`src/atqr_pkg.sv`:
```
// Shared constants and types for the atan2 rational-approximation pipeline.
package atqr_pkg;
	localparam int DEF_IN_WIDTH = 16;
	localparam int ANG_W = 16;
	localparam int NRM_W = 16;
	localparam int PRD_W = 2 * NRM_W;
	localparam int QUO_W = 13;
	localparam int DEN_W = PRD_W + 5;
	localparam int NUM_W = PRD_W + 5 + QUO_W + 1;
	localparam int ACC_W = 18;
	localparam logic signed [ACC_W-1:0] Q13_PI = 18'sd25736;
	localparam logic signed [ACC_W-1:0] Q13_HALF_PI = 18'sd12868;

	typedef struct packed {
		logic zx;
		logic yzero;
		logic lt;
		logic opp;
		logic xneg;
		logic yneg;
	} ctl_t;
endpackage

```
`src/atqr_in_if.sv`:
```
// Input channel: one coordinate pair per transaction.
interface atqr_in_if #(parameter int IN_WIDTH = atqr_pkg::DEF_IN_WIDTH);
	logic valid;
	logic ready;
	logic signed [IN_WIDTH-1:0] y_coord;
	logic signed [IN_WIDTH-1:0] x_coord;
	modport source (output valid, output y_coord, output x_coord, input ready);
	modport sink (input valid, input y_coord, input x_coord, output ready);
endinterface

```
`src/atqr_out_if.sv`:
```
// Output channel: one angle per transaction.
interface atqr_out_if;
	logic valid;
	logic ready;
	logic signed [atqr_pkg::ANG_W-1:0] angle;
	modport source (output valid, output angle, input ready);
	modport sink (input valid, input angle, output ready);
endinterface

```
`src/atqr_prep.sv`:
```
// Magnitudes, quadrant flags and normalization of the operand pair to 16 bits.
module atqr_prep #(
	parameter int IN_WIDTH = atqr_pkg::DEF_IN_WIDTH
) (
	input  logic signed [IN_WIDTH-1:0]     y_coord,
	input  logic signed [IN_WIDTH-1:0]     x_coord,
	output atqr_pkg::ctl_t                 ctl,
	output logic [atqr_pkg::NRM_W-1:0]     big,
	output logic [atqr_pkg::NRM_W-1:0]     small_mag
);
	import atqr_pkg::*;

	localparam int MW = (IN_WIDTH > NRM_W) ? IN_WIDTH : NRM_W;
	localparam int SH_W = $clog2(MW + 1);

	logic [IN_WIDTH-1:0] ay, ax;
	logic [MW-1:0] big_w, small_w, big_sh, small_sh;
	logic [SH_W-1:0] sh;

	always_comb begin
		ay = y_coord[IN_WIDTH-1] ? IN_WIDTH'(-y_coord) : IN_WIDTH'(y_coord);
		ax = x_coord[IN_WIDTH-1] ? IN_WIDTH'(-x_coord) : IN_WIDTH'(x_coord);
		ctl.yneg = y_coord[IN_WIDTH-1];
		ctl.xneg = x_coord[IN_WIDTH-1];
		ctl.opp = y_coord[IN_WIDTH-1] ^ x_coord[IN_WIDTH-1];
		ctl.zx = (ax == '0);
		ctl.yzero = (ay == '0);
		ctl.lt = (ay < ax);
		big_w = ctl.lt ? MW'(ax) : MW'(ay);
		small_w = ctl.lt ? MW'(ay) : MW'(ax);
		// shift so the larger magnitude falls below 2^16
		sh = '0;
		for (int i = NRM_W; i < MW; i++) begin
			if (big_w[i]) sh = SH_W'(i - NRM_W + 1);
		end
		big_sh = big_w >> sh;
		small_sh = small_w >> sh;
		big = big_sh[NRM_W-1:0];
		small_mag = small_sh[NRM_W-1:0];
	end
endmodule

```
`src/atqr_div_stage.sv`:
```
// One restoring-division step: produces one quotient bit per stage.
module atqr_div_stage #(
	parameter int SHIFT = 0
) (
	input  logic                          clk,
	input  logic                          arst_n,
	input  logic                          en,
	input  logic                          valid_in,
	input  atqr_pkg::ctl_t                ctl_in,
	input  logic [atqr_pkg::NUM_W-1:0]    rem_in,
	input  logic [atqr_pkg::DEN_W-1:0]    den_in,
	input  logic [atqr_pkg::QUO_W-1:0]    quo_in,
	output logic                          valid_out,
	output atqr_pkg::ctl_t                ctl_out,
	output logic [atqr_pkg::NUM_W-1:0]    rem_out,
	output logic [atqr_pkg::DEN_W-1:0]    den_out,
	output logic [atqr_pkg::QUO_W-1:0]    quo_out
);
	import atqr_pkg::*;

	logic [NUM_W-1:0] dsh;
	logic take;

	assign dsh = NUM_W'(den_in) << SHIFT;
	assign take = (rem_in >= dsh);

	always_ff @(posedge clk or negedge arst_n) begin
		if (!arst_n) begin
			valid_out <= 1'b0;
		end else if (en) begin
			valid_out <= valid_in;
		end
	end

	always_ff @(posedge clk) begin
		if (en) begin
			ctl_out <= ctl_in;
			den_out <= den_in;
			rem_out <= take ? rem_in - dsh : rem_in;
			quo_out <= quo_in | (take ? QUO_W'(1) << SHIFT : '0);
		end
	end
endmodule

```
`src/atan2_quadrant_rational_approx.sv`:
```
// Top level: four-quadrant atan2 with the 0.28 rational approximation.
//
// Usage: coordinate pairs (y_coord, x_coord, signed Q1.(IN_WIDTH-1)) enter on
// the samples channel; angles (signed Q3.13 radians, saturated to +/-pi)
// leave on the angles channel, one per input, in order.
// Pipeline: s1 magnitudes, quadrant flags and normalization; s2 three 16x16
// products; s3 numerator and denominator; 13 restoring-division stages, one
// quotient bit each; one final stage that applies the quadrant and saturates.
// Throughput is one pair per cycle while the receiver keeps angles.ready
// high or the output register is empty; the division chain sets the depth.
// Reset clears all valid bits; the pipeline is empty afterwards.
// When the receiver stalls with a result waiting, the whole pipeline holds
// and samples.ready drops; nothing is lost or repeated, and bubbles in
// the pipeline advance while the output register is empty.
module atan2_quadrant_rational_approx #(
	parameter int IN_WIDTH = atqr_pkg::DEF_IN_WIDTH
) (
	input  logic         clk,
	input  logic         arst_n,
	atqr_in_if.sink      samples,
	atqr_out_if.source   angles
);
	import atqr_pkg::*;

	localparam int NDIV = QUO_W;

	logic en;
	ctl_t ctl_c;
	logic [NRM_W-1:0] big_c, small_c;

	logic v_s1, v_s2, v_s3, v_out;
	ctl_t ctl_s1, ctl_s2, ctl_s3;
	logic [NRM_W-1:0] big_s1, small_s1;
	logic [PRD_W-1:0] pbs_s2, pbb_s2, pss_s2;
	logic [NUM_W-1:0] num_s3;
	logic [DEN_W-1:0] den_s3;

	logic             dv   [NDIV+1];
	ctl_t             dctl [NDIV+1];
	logic [NUM_W-1:0] drem [NDIV+1];
	logic [DEN_W-1:0] dden [NDIV+1];
	logic [QUO_W-1:0] dquo [NDIV+1];

	logic signed [ACC_W-1:0] qs, a_c;
	logic [ANG_W-1:0] angle_s;

	assign en = !v_out || angles.ready;
	assign samples.ready = en;

	atqr_prep #(.IN_WIDTH(IN_WIDTH)) u_prep (
		.y_coord   (samples.y_coord),
		.x_coord   (samples.x_coord),
		.ctl       (ctl_c),
		.big       (big_c),
		.small_mag (small_c)
	);

	always_ff @(posedge clk or negedge arst_n) begin
		if (!arst_n) begin
			v_s1 <= 1'b0;
			v_s2 <= 1'b0;
			v_s3 <= 1'b0;
			v_out <= 1'b0;
		end else if (en) begin
			v_s1 <= samples.valid;
			v_s2 <= v_s1;
			v_s3 <= v_s2;
			v_out <= dv[NDIV];
		end
	end

	always_ff @(posedge clk) begin
		if (en) begin
			ctl_s1 <= ctl_c;
			big_s1 <= big_c;
			small_s1 <= small_c;
			ctl_s2 <= ctl_s1;
			pbs_s2 <= PRD_W'(big_s1) * PRD_W'(small_s1);
			pbb_s2 <= PRD_W'(big_s1) * PRD_W'(big_s1);
			pss_s2 <= PRD_W'(small_s1) * PRD_W'(small_s1);
			ctl_s3 <= ctl_s2;
			// 25*p*8192; the half-divisor rounding term is added at the divider input
			num_s3 <= ((NUM_W'(pbs_s2) << 4) + (NUM_W'(pbs_s2) << 3) + NUM_W'(pbs_s2))
				<< QUO_W;
			den_s3 <= (DEN_W'(pbb_s2) << 4) + (DEN_W'(pbb_s2) << 3) + DEN_W'(pbb_s2)
				+ (DEN_W'(pss_s2) << 3) - DEN_W'(pss_s2);
			angle_s <= a_c[ANG_W-1:0];
		end
	end

	assign dv[0] = v_s3;
	assign dctl[0] = ctl_s3;
	assign drem[0] = num_s3 + NUM_W'(den_s3 >> 1);
	assign dden[0] = den_s3;
	assign dquo[0] = '0;

	for (genvar g = 0; g < NDIV; g++) begin : g_div
		atqr_div_stage #(.SHIFT(NDIV - 1 - g)) u_stage (
			.clk       (clk),
			.arst_n    (arst_n),
			.en        (en),
			.valid_in  (dv[g]),
			.ctl_in    (dctl[g]),
			.rem_in    (drem[g]),
			.den_in    (dden[g]),
			.quo_in    (dquo[g]),
			.valid_out (dv[g+1]),
			.ctl_out   (dctl[g+1]),
			.rem_out   (drem[g+1]),
			.den_out   (dden[g+1]),
			.quo_out   (dquo[g+1])
		);
	end

	always_comb begin
		qs = dctl[NDIV].opp ? -ACC_W'(dquo[NDIV]) : ACC_W'(dquo[NDIV]);
		if (dctl[NDIV].zx) begin
			if (dctl[NDIV].yzero) a_c = '0;
			else a_c = dctl[NDIV].yneg ? -Q13_HALF_PI : Q13_HALF_PI;
		end else if (dctl[NDIV].lt) begin
			a_c = qs;
			if (dctl[NDIV].xneg) a_c = dctl[NDIV].yneg ? qs - Q13_PI : qs + Q13_PI;
		end else begin
			a_c = Q13_HALF_PI - qs;
			if (dctl[NDIV].yneg) a_c = a_c - Q13_PI;
		end
		if (a_c > Q13_PI) a_c = Q13_PI;
		if (a_c < -Q13_PI) a_c = -Q13_PI;
	end

	assign angles.valid = v_out;
	assign angles.angle = $signed(angle_s);

	a_range: assert property (@(posedge clk) disable iff (!arst_n)
		angles.valid |-> ($signed(angles.angle) <= 16'sd25736 &&
			$signed(angles.angle) >= -16'sd25736))
		else $error("angle out of range");

	a_hold: assert property (@(posedge clk) disable iff (!arst_n)
		(angles.valid && !angles.ready) |-> !samples.ready)
		else $error("input taken while output stalled");
endmodule
```
`src/flat_wrapper.sv`:
```
// flat-port wrapper written by rule: the top's interface ports become plain ports
module atan2_quadrant_rational_approx_flat import atqr_pkg::*;
#(
	parameter int IN_WIDTH = atqr_pkg::DEF_IN_WIDTH
)
  (clk, arst_n, samples_valid, samples_y_coord, samples_x_coord, samples_ready, angles_valid, angles_angle, angles_ready);
  atqr_in_if #(.IN_WIDTH(IN_WIDTH)) samples_i ();
  atqr_out_if angles_i ();
  input  logic clk;
  input  logic arst_n;
  input wire logic [$bits(samples_i.valid)-1:0] samples_valid;
  input wire logic [$bits(samples_i.y_coord)-1:0] samples_y_coord;
  input wire logic [$bits(samples_i.x_coord)-1:0] samples_x_coord;
  output wire logic [$bits(samples_i.ready)-1:0] samples_ready;
  output wire logic [$bits(angles_i.valid)-1:0] angles_valid;
  output wire logic [$bits(angles_i.angle)-1:0] angles_angle;
  input wire logic [$bits(angles_i.ready)-1:0] angles_ready;
  assign samples_i.valid = samples_valid;
  assign samples_i.y_coord = samples_y_coord;
  assign samples_i.x_coord = samples_x_coord;
  assign samples_ready = samples_i.ready;
  assign angles_valid = angles_i.valid;
  assign angles_angle = angles_i.angle;
  assign angles_i.ready = angles_ready;
  atan2_quadrant_rational_approx #(.IN_WIDTH(IN_WIDTH)) u_core (.clk(clk), .arst_n(arst_n), .samples(samples_i), .angles(angles_i));
endmodule
```
`config.mk`:
```
export PLATFORM = sky130hd
export DESIGN_NAME = atan2_quadrant_rational_approx_flat
export DESIGN_NICKNAME = d
export VERILOG_FILES = /design/src/atqr_pkg.sv /design/src/atqr_in_if.sv /design/src/atqr_out_if.sv /design/src/atqr_prep.sv /design/src/atqr_div_stage.sv /design/src/atan2_quadrant_rational_approx.sv /design/src/flat_wrapper.sv
export SDC_FILE = /design/constraint.sdc
export NUM_CORES = 2
export LEC_CHECK = 0
export ABC_AREA = 0
export ABC_CLOCK_PERIOD_IN_PS = 63700
export BUFFER_PORTS_ARGS = -buffer_cell sky130_fd_sc_hd__buf_2
export CAP_MARGIN = 20
export CORE_MARGIN = 3
export CORE_UTILIZATION = 35
export CTS_CLUSTER_SIZE = 28
export DETAILED_ROUTE_END_ITERATION = 8
export PLACE_DENSITY = 0.5
export SETUP_SLACK_MARGIN = 0.2
export SYNTH_ARGS = -nofsm -noshare
export SYNTH_HDL_FRONTEND = slang
export SYNTH_SLANG_ARGS = --single-unit
```
`constraint.sdc`:
```
create_clock -name clk -period 63.7 [get_ports clk]
set_input_delay 3.185 -clock clk [delete_from_list [all_inputs] [get_ports clk]]
set_output_delay 3.185 -clock clk [all_outputs]
set_load 0.05 [all_outputs]
```
# Word level (Yosys, flattened, before mapping)
# Index checks and enable logic that the tools add are counted.
# word_totals
out_inout_bits	18
word_cells	258
in_bits	36
register_bits	1557
# classes
order_cmp	16
n_mul	3
reduce_logical	4
muxes	38
add_sub_neg	26
n_bitwise	13
# ops
op	count
$mux W51	12
$mux W18	9
$mul A16 B16 Y32	3
$add A36 B35 Y37	2
$mux W16	4
$add A51 B36 Y51	1
$ge A51 B37 Y1	1
$ge A51 B38 Y1	1
$ge A51 B39 Y1	1
$ge A51 B40 Y1	1
$ge A51 B41 Y1	1
$ge A51 B42 Y1	1
$ge A51 B43 Y1	1
$ge A51 B44 Y1	1
$ge A51 B45 Y1	1
$ge A51 B46 Y1	1
$ge A51 B47 Y1	1
$ge A51 B48 Y1	1
$ge A51 B49 Y1	1
$sub A51 B38 Y51	1
$sub A51 B39 Y51	1
$sub A51 B40 Y51	1
$sub A51 B41 Y51	1
$sub A51 B42 Y51	1
48 further kinds	51

# Depth between registers and ports, before layout
# logic_depth
ltp_word	10
ltp_mapped	29
mapped_depth_nobuf	27

# Cells and area by module
# Synthesis repeated with hierarchy kept, for this count alone.
# hier_totals
hier_cells	11628
hier_area_um2	121144.9
# by_module_without_submodules
module	cells_per_inst	area_per_inst_um2	instances	seq_area_each_um2
atan2_quadrant_rational_approx	3955	39156.3	1	7126.8
atqr_div_stage at u_core.g_div[12].u_stage	598	6392.4	1	3238.1
atqr_div_stage at u_core.g_div[10].u_stage	615	6383.6	1	3238.1
atqr_div_stage at u_core.g_div[9].u_stage	578	6288.5	1	3238.1
atqr_div_stage at u_core.g_div[11].u_stage	587	6232.2	1	3238.1
atqr_div_stage at u_core.g_div[6].u_stage	587	6219.7	1	3238.1
atqr_div_stage at u_core.g_div[2].u_stage	584	6214.7	1	3238.1
atqr_div_stage at u_core.g_div[7].u_stage	579	6197.2	1	3238.1
atqr_div_stage at u_core.g_div[8].u_stage	585	6185.9	1	3238.1
atqr_div_stage at u_core.g_div[5].u_stage	565	6163.4	1	3238.1
atqr_div_stage at u_core.g_div[3].u_stage	556	6159.7	1	3238.1
atqr_div_stage at u_core.g_div[1].u_stage	536	6054.6	1	3238.1
atqr_div_stage at u_core.g_div[0].u_stage	553	5975.7	1	3238.1
atqr_div_stage at u_core.g_div[4].u_stage	536	5947.0	1	3238.1
atqr_prep	214	1574.0	1	0.0

# Worst setup path before layout
# Ideal clock, no wire load.
# synth_timing
path_type	input port to flip-flop
from	input port angles_ready
to	register u_core.g_div[10].u_stage.valid_out
setup_time_ns	0.207
path_stages	4
path_buffers	2
arrival_time_ns	46.125
required_ns	63.493
setup_slack_ns	17.368
path_cell_list	nand2b_1 > clkbuf_1 > clkbuf_1 > mux2_2
# synth_between
elab_chain_len	1
# synth_lines
item	line	rtl
start: declaration	flat_wrapper.sv:17	input wire logic [$bits(angles_i.ready)-1:0] angles_ready;
$logic_or A1 B1 Y1	atan2_quadrant_rational_approx.sv:47	assign en = !v_out || angles.ready;
named net samples_ready	flat_wrapper.sv:14	output wire logic [$bits(samples_i.ready)-1:0] samples_ready;
end signal: assignment	atqr_div_stage.sv:31	valid_out <= valid_in;
end: declaration	atqr_div_stage.sv:13	output logic valid_out,
# The timed path passes the listed nets, and every way through them passes these cells.
# A chain may end at the register's enable or synchronous reset.

# Worst setup path in the final report
# layout_timing
from	register u_core.small_s1[1]
to	register u_core.pss_s2[30], data pin
# layout_between
elab_chain_len	1
# layout_lines
item	line	rtl
start: declaration	atan2_quadrant_rational_approx.sv:33	logic [NRM_W-1:0] big_s1, small_s1;
start signal: assignment	atan2_quadrant_rational_approx.sv:76	small_s1 <= small_c;
$mul A16 B16 Y32	atan2_quadrant_rational_approx.sv:80	pss_s2 <= PRD_W'(small_s1) * PRD_W'(small_s1);
end signal: assignment	atan2_quadrant_rational_approx.sv:80	
end: declaration	atan2_quadrant_rational_approx.sv:34	logic [PRD_W-1:0] pbs_s2, pbb_s2, pss_s2;
# Every way passes these cells.

==> reports/results.txt <==
count of hold buffers inserted by post-cts repair -> 0
Tightest Pin Transition -> 1230 ps
IO Pins -> 54
most used routing layer -> met2
antenna violations before repair -> 6
total area of multi-input combinational cells -> 59000 um^2
horizontal die dimension -> 559 um
maximum number of pins on one net before global-route repair -> 180
share of the yosys chip area belonging to registers -> 39.2%
deepest clock path buffer count -> 4
vias per cell -> 5.09
cell chosen for the clock root -> sky130_fd_sc_hd__clkbuf_16
cts bufs inserted -> 173
arrival time of data at the critical path endpoint -> 8510 ps
clock sink count -> 1399
DIE AREA -> 313000 um^2
post-synthesis cell area -> 107000 um^2
count of different cell masters after synthesis -> 104
global-route usage over all layers -> 17.8%
final clock skew -> 79.5 ps
average instance area after synthesis -> 10.4 um^2
Worst Setup End Kind -> flop
share of cells above drive strength 1 -> 5.88%
Final Hold Violating Endpoints -> 0
DRC violation total after the first TritonRoute iteration -> 4450
routed length per placed instance -> 19.4 um
Resize count post-CTS -> 0
DRC -> 0
Post-synth EDFFs -> 1382
total wire length after detailed routing -> 282000 um
via count of the first global-routing pass -> 76731
vertical extent of the die -> 559 um
HPWL reported at the end of detailed placement -> 221000 um
register cell area after layout -> 41900 um^2
flip-flop cell with the highest count after synthesis -> sky130_fd_sc_hd__edfxtp_1
net count reported at finish -> 11964
sort of element at the start of the critical path -> flop
Cell Rows -> 202
GRT met1 Usage -> 22.2%
ratio of final minimum period to clock period -> 12.5%
total negative setup slack -> 0 ps
final core occ -> 38.8%
synthesized netlist cell count -> 10297
total of flip-flops plus latches after synthesis -> 1399
synth warn -> 0
critical path class -> reg2reg
CTS H-Tree Depth -> 4
later-pin clock latency in the skew report -> 860 ps
fill cell total of the finished layout -> 29449
unrepaired setup endpoints after global routing -> false
run status -> complete, no violations
number of failing setup endpoints in the final timing report -> 0
remaining number of nets flagged by the antenna check after routing -> 0
post-CTS setup buffer count -> 0
Crit path required time -> 64250 ps
Min-Delay Path Class -> reg2reg
placer's final routability congestion estimate -> 0.906
total core area -> 304000 um^2
first-pass GRT wire length -> 443000 um
Fmax -> 126 MHz
length of the first detailed-routing pass in iterations -> 6
count of vias placed by the detailed router -> 74173
CTS tree -> done
area growth from synthesis to final layout -> 9.95%
overall overflow remaining after global route -> 0
max-cap check violation count -> 0
Worst slew margin -> 17.3%
GR met2 Demand/Resource -> 32.0%
initial core utilization -> 35.3%
clock-pin slew on the worst setup and hold paths -> 60 ps
largest fanout on the critical path -> 35
met3 global-route usage -> 1.71%
number of nets produced by synthesis -> 11904
number of max-slew violations in the final report -> 0
async set or reset register ratio after synthesis -> 1.22%
buffers added on ports -> 53
minimum clock period after layout -> 7960 ps
[layout make-up]
cell class,instances,share of cell area [%]
Antenna cell,7,0.0149
Inverter,1420,4.53
Tap cell,4080,4.34
Timing Repair Buffer,121,0.715
Clock buffer,211,3.87
Multi-Input combinational cell,7242,50.1
Sequential cell,1399,35.6
Clock inverter,92,0.808
[cells in the final DEF, fill, tap and decap left out, types with 53 or more instances in the layout]
| cell type | n |
|---|---|
| sky130_fd_sc_hd__and3_1 | 60 |
| sky130_fd_sc_hd__a31oi_1 | 70 |
| sky130_fd_sc_hd__nand4_1 | 91 |
| sky130_fd_sc_hd__nor4_1 | 58 |
| sky130_fd_sc_hd__nand2b_1 | 126 |
| sky130_fd_sc_hd__o21ai_0 | 534 |
| sky130_fd_sc_hd__a21o_1 | 291 |
| sky130_fd_sc_hd__nand3_1 | 158 |
| sky130_fd_sc_hd__buf_2 | 53 |
| sky130_fd_sc_hd__o21a_1 | 94 |
| sky130_fd_sc_hd__xnor2_1 | 406 |
| sky130_fd_sc_hd__clkbuf_16 | 174 |
| sky130_fd_sc_hd__fa_1 | 625 |
| sky130_fd_sc_hd__and2_1 | 226 |
| sky130_fd_sc_hd__o21bai_1 | 84 |
| sky130_fd_sc_hd__mux2_2 | 127 |
| sky130_fd_sc_hd__nor3_1 | 167 |
| sky130_fd_sc_hd__edfxtp_1 | 1382 |
| sky130_fd_sc_hd__a211oi_1 | 64 |
| sky130_fd_sc_hd__nor2b_1 | 94 |
| sky130_fd_sc_hd__nand2_1 | 869 |
| sky130_fd_sc_hd__mux2i_1 | 55 |
| sky130_fd_sc_hd__ha_1 | 946 |
| sky130_fd_sc_hd__or3_1 | 59 |
| sky130_fd_sc_hd__xor2_1 | 284 |
| sky130_fd_sc_hd__o31ai_1 | 83 |
| sky130_fd_sc_hd__inv_1 | 1408 |
| sky130_fd_sc_hd__nor2_1 | 561 |
| sky130_fd_sc_hd__buf_4 | 60 |
| sky130_fd_sc_hd__a21oi_1 | 614 |
[worst max-delay path, cell delays in order, from the launching register on]
cell and delay, ps:
sky130_fd_sc_hd__edfxtp_1 360, sky130_fd_sc_hd__buf_4 270, sky130_fd_sc_hd__and2_1 270, sky130_fd_sc_hd__fa_1 560, sky130_fd_sc_hd__inv_1 60, sky130_fd_sc_hd__fa_1 480, sky130_fd_sc_hd__inv_1 50, sky130_fd_sc_hd__fa_1 500
sky130_fd_sc_hd__inv_1 50, sky130_fd_sc_hd__fa_1 470, sky130_fd_sc_hd__inv_1 60, sky130_fd_sc_hd__fa_1 500, sky130_fd_sc_hd__fa_1 490, sky130_fd_sc_hd__ha_1 360, sky130_fd_sc_hd__and2_1 190, sky130_fd_sc_hd__a221oi_1 350
sky130_fd_sc_hd__a31oi_1 190, sky130_fd_sc_hd__a2111oi_0 530, sky130_fd_sc_hd__buf_1 240, sky130_fd_sc_hd__o21ai_0 110, sky130_fd_sc_hd__a21oi_1 630, sky130_fd_sc_hd__o21ai_0 200, sky130_fd_sc_hd__and2_1 220, sky130_fd_sc_hd__o311ai_0 390
sky130_fd_sc_hd__xnor2_1 120
[per-stage QoR]
stage          worst slack (ps)  cell area (um^2)  cells  hold WS, ps
6_report                  55740            118000  14572          383
3_5_place_dp              55790            112000  14261          405
3_3_place_gp              55310            112000  14259          401
2_1_floorplan             17370            107000  10297          400
5_1_grt                   55130            118000  14568          381
4_1_cts                   55730            118000  14564          378
[state kept, by name, summed over array words and instances (netlist names), 6 cells and up]
register and cells:
u_core.g_div.u_stage.rem_out 612, u_core.small_s1 16, u_core.den_s3 37, u_core.pbs_s2 32, u_core.ctl_s1 6, u_core.g_div.u_stage.ctl_out 78, u_core.g_div.u_stage.valid_out 13, u_core.g_div.u_stage.quo_out 91
u_core.angles.angle 16, u_core.pbb_s2 31, u_core.pss_s2 31, u_core.g_div.u_stage.den_out 366, u_core.num_s3 38, u_core.ctl_s3 6, u_core.ctl_s2 6, u_core.big_s1 16
[logic make-up after synthesis]
group           after synthesis  synth area share, %
simple gates               2640                 12.0
compound gates             2156                 12.8
buf+inv                    1656                 5.83
fa+ha+maj                  1571                 22.7
flops                      1399                 39.2
xor+xnor                    692                 5.68
mux                         182                 1.85
other cells                   1              0.00350
[synthesized netlist by cell type, types with 64 or more instances]
| cell | n | area [um^2] |
|---|---|---|
| sky130_fd_sc_hd__nor3_1 | 168 | 841 |
| sky130_fd_sc_hd__a211oi_1 | 64 | 480 |
| sky130_fd_sc_hd__xnor2_1 | 406 | 3560 |
| sky130_fd_sc_hd__and2_1 | 226 | 1410 |
| sky130_fd_sc_hd__a31oi_1 | 72 | 450 |
| sky130_fd_sc_hd__nand2_1 | 869 | 3260 |
| sky130_fd_sc_hd__inv_1 | 1408 | 5290 |
| sky130_fd_sc_hd__nand4_1 | 91 | 569 |
| sky130_fd_sc_hd__a21o_1 | 291 | 2180 |
| sky130_fd_sc_hd__o31ai_1 | 83 | 623 |
| sky130_fd_sc_hd__o21ai_0 | 534 | 2670 |
| sky130_fd_sc_hd__o21a_1 | 94 | 706 |
| sky130_fd_sc_hd__a21oi_1 | 614 | 3070 |
| sky130_fd_sc_hd__nor2b_1 | 94 | 588 |
| sky130_fd_sc_hd__ha_1 | 946 | 11800 |
| sky130_fd_sc_hd__xor2_1 | 284 | 2490 |
| sky130_fd_sc_hd__fa_1 | 625 | 12500 |
| sky130_fd_sc_hd__nand3_1 | 160 | 801 |
| sky130_fd_sc_hd__mux2_2 | 127 | 1430 |
| sky130_fd_sc_hd__nand2b_1 | 127 | 795 |
| sky130_fd_sc_hd__nor2_1 | 562 | 2110 |
| sky130_fd_sc_hd__o21bai_1 | 84 | 631 |
| sky130_fd_sc_hd__edfxtp_1 | 1382 | 41500 |
| sky130_fd_sc_hd__clkbuf_1 | 218 | 818 |
[per-layer routing]
layer  wire, um  up-vias
met4      10700        2
met2     142000     1239
li1           -    36087
met3       8140      432
met1     121000    36413
met5         13        -
[path summary, 6_finish.rpt]
check | startpoint | to | slack, ps | cells past startpoint
min in group asynchronous | arst_n | u_core.v_s1 | 2260 | 1
worst min-delay path | u_core.g_div[4].u_stage.quo_out[9] | u_core.g_div[5].u_stage.quo_out[9] | 380 | 0
worst max register to register | u_core.small_s1[1] | u_core.pss_s2[30] | 55740 | 24
worst min register to register | u_core.g_div[4].u_stage.quo_out[9] | u_core.g_div[5].u_stage.quo_out[9] | 380 | 0
worst max-delay path | u_core.small_s1[1] | u_core.pss_s2[30] | 55740 | 24
max in group asynchronous | arst_n | u_core.g_div[6].u_stage.valid_out | 61170 | 1
Power is not shown: default switching activity piles up to over one toggle a cycle in this logic, so the estimate is an artifact.
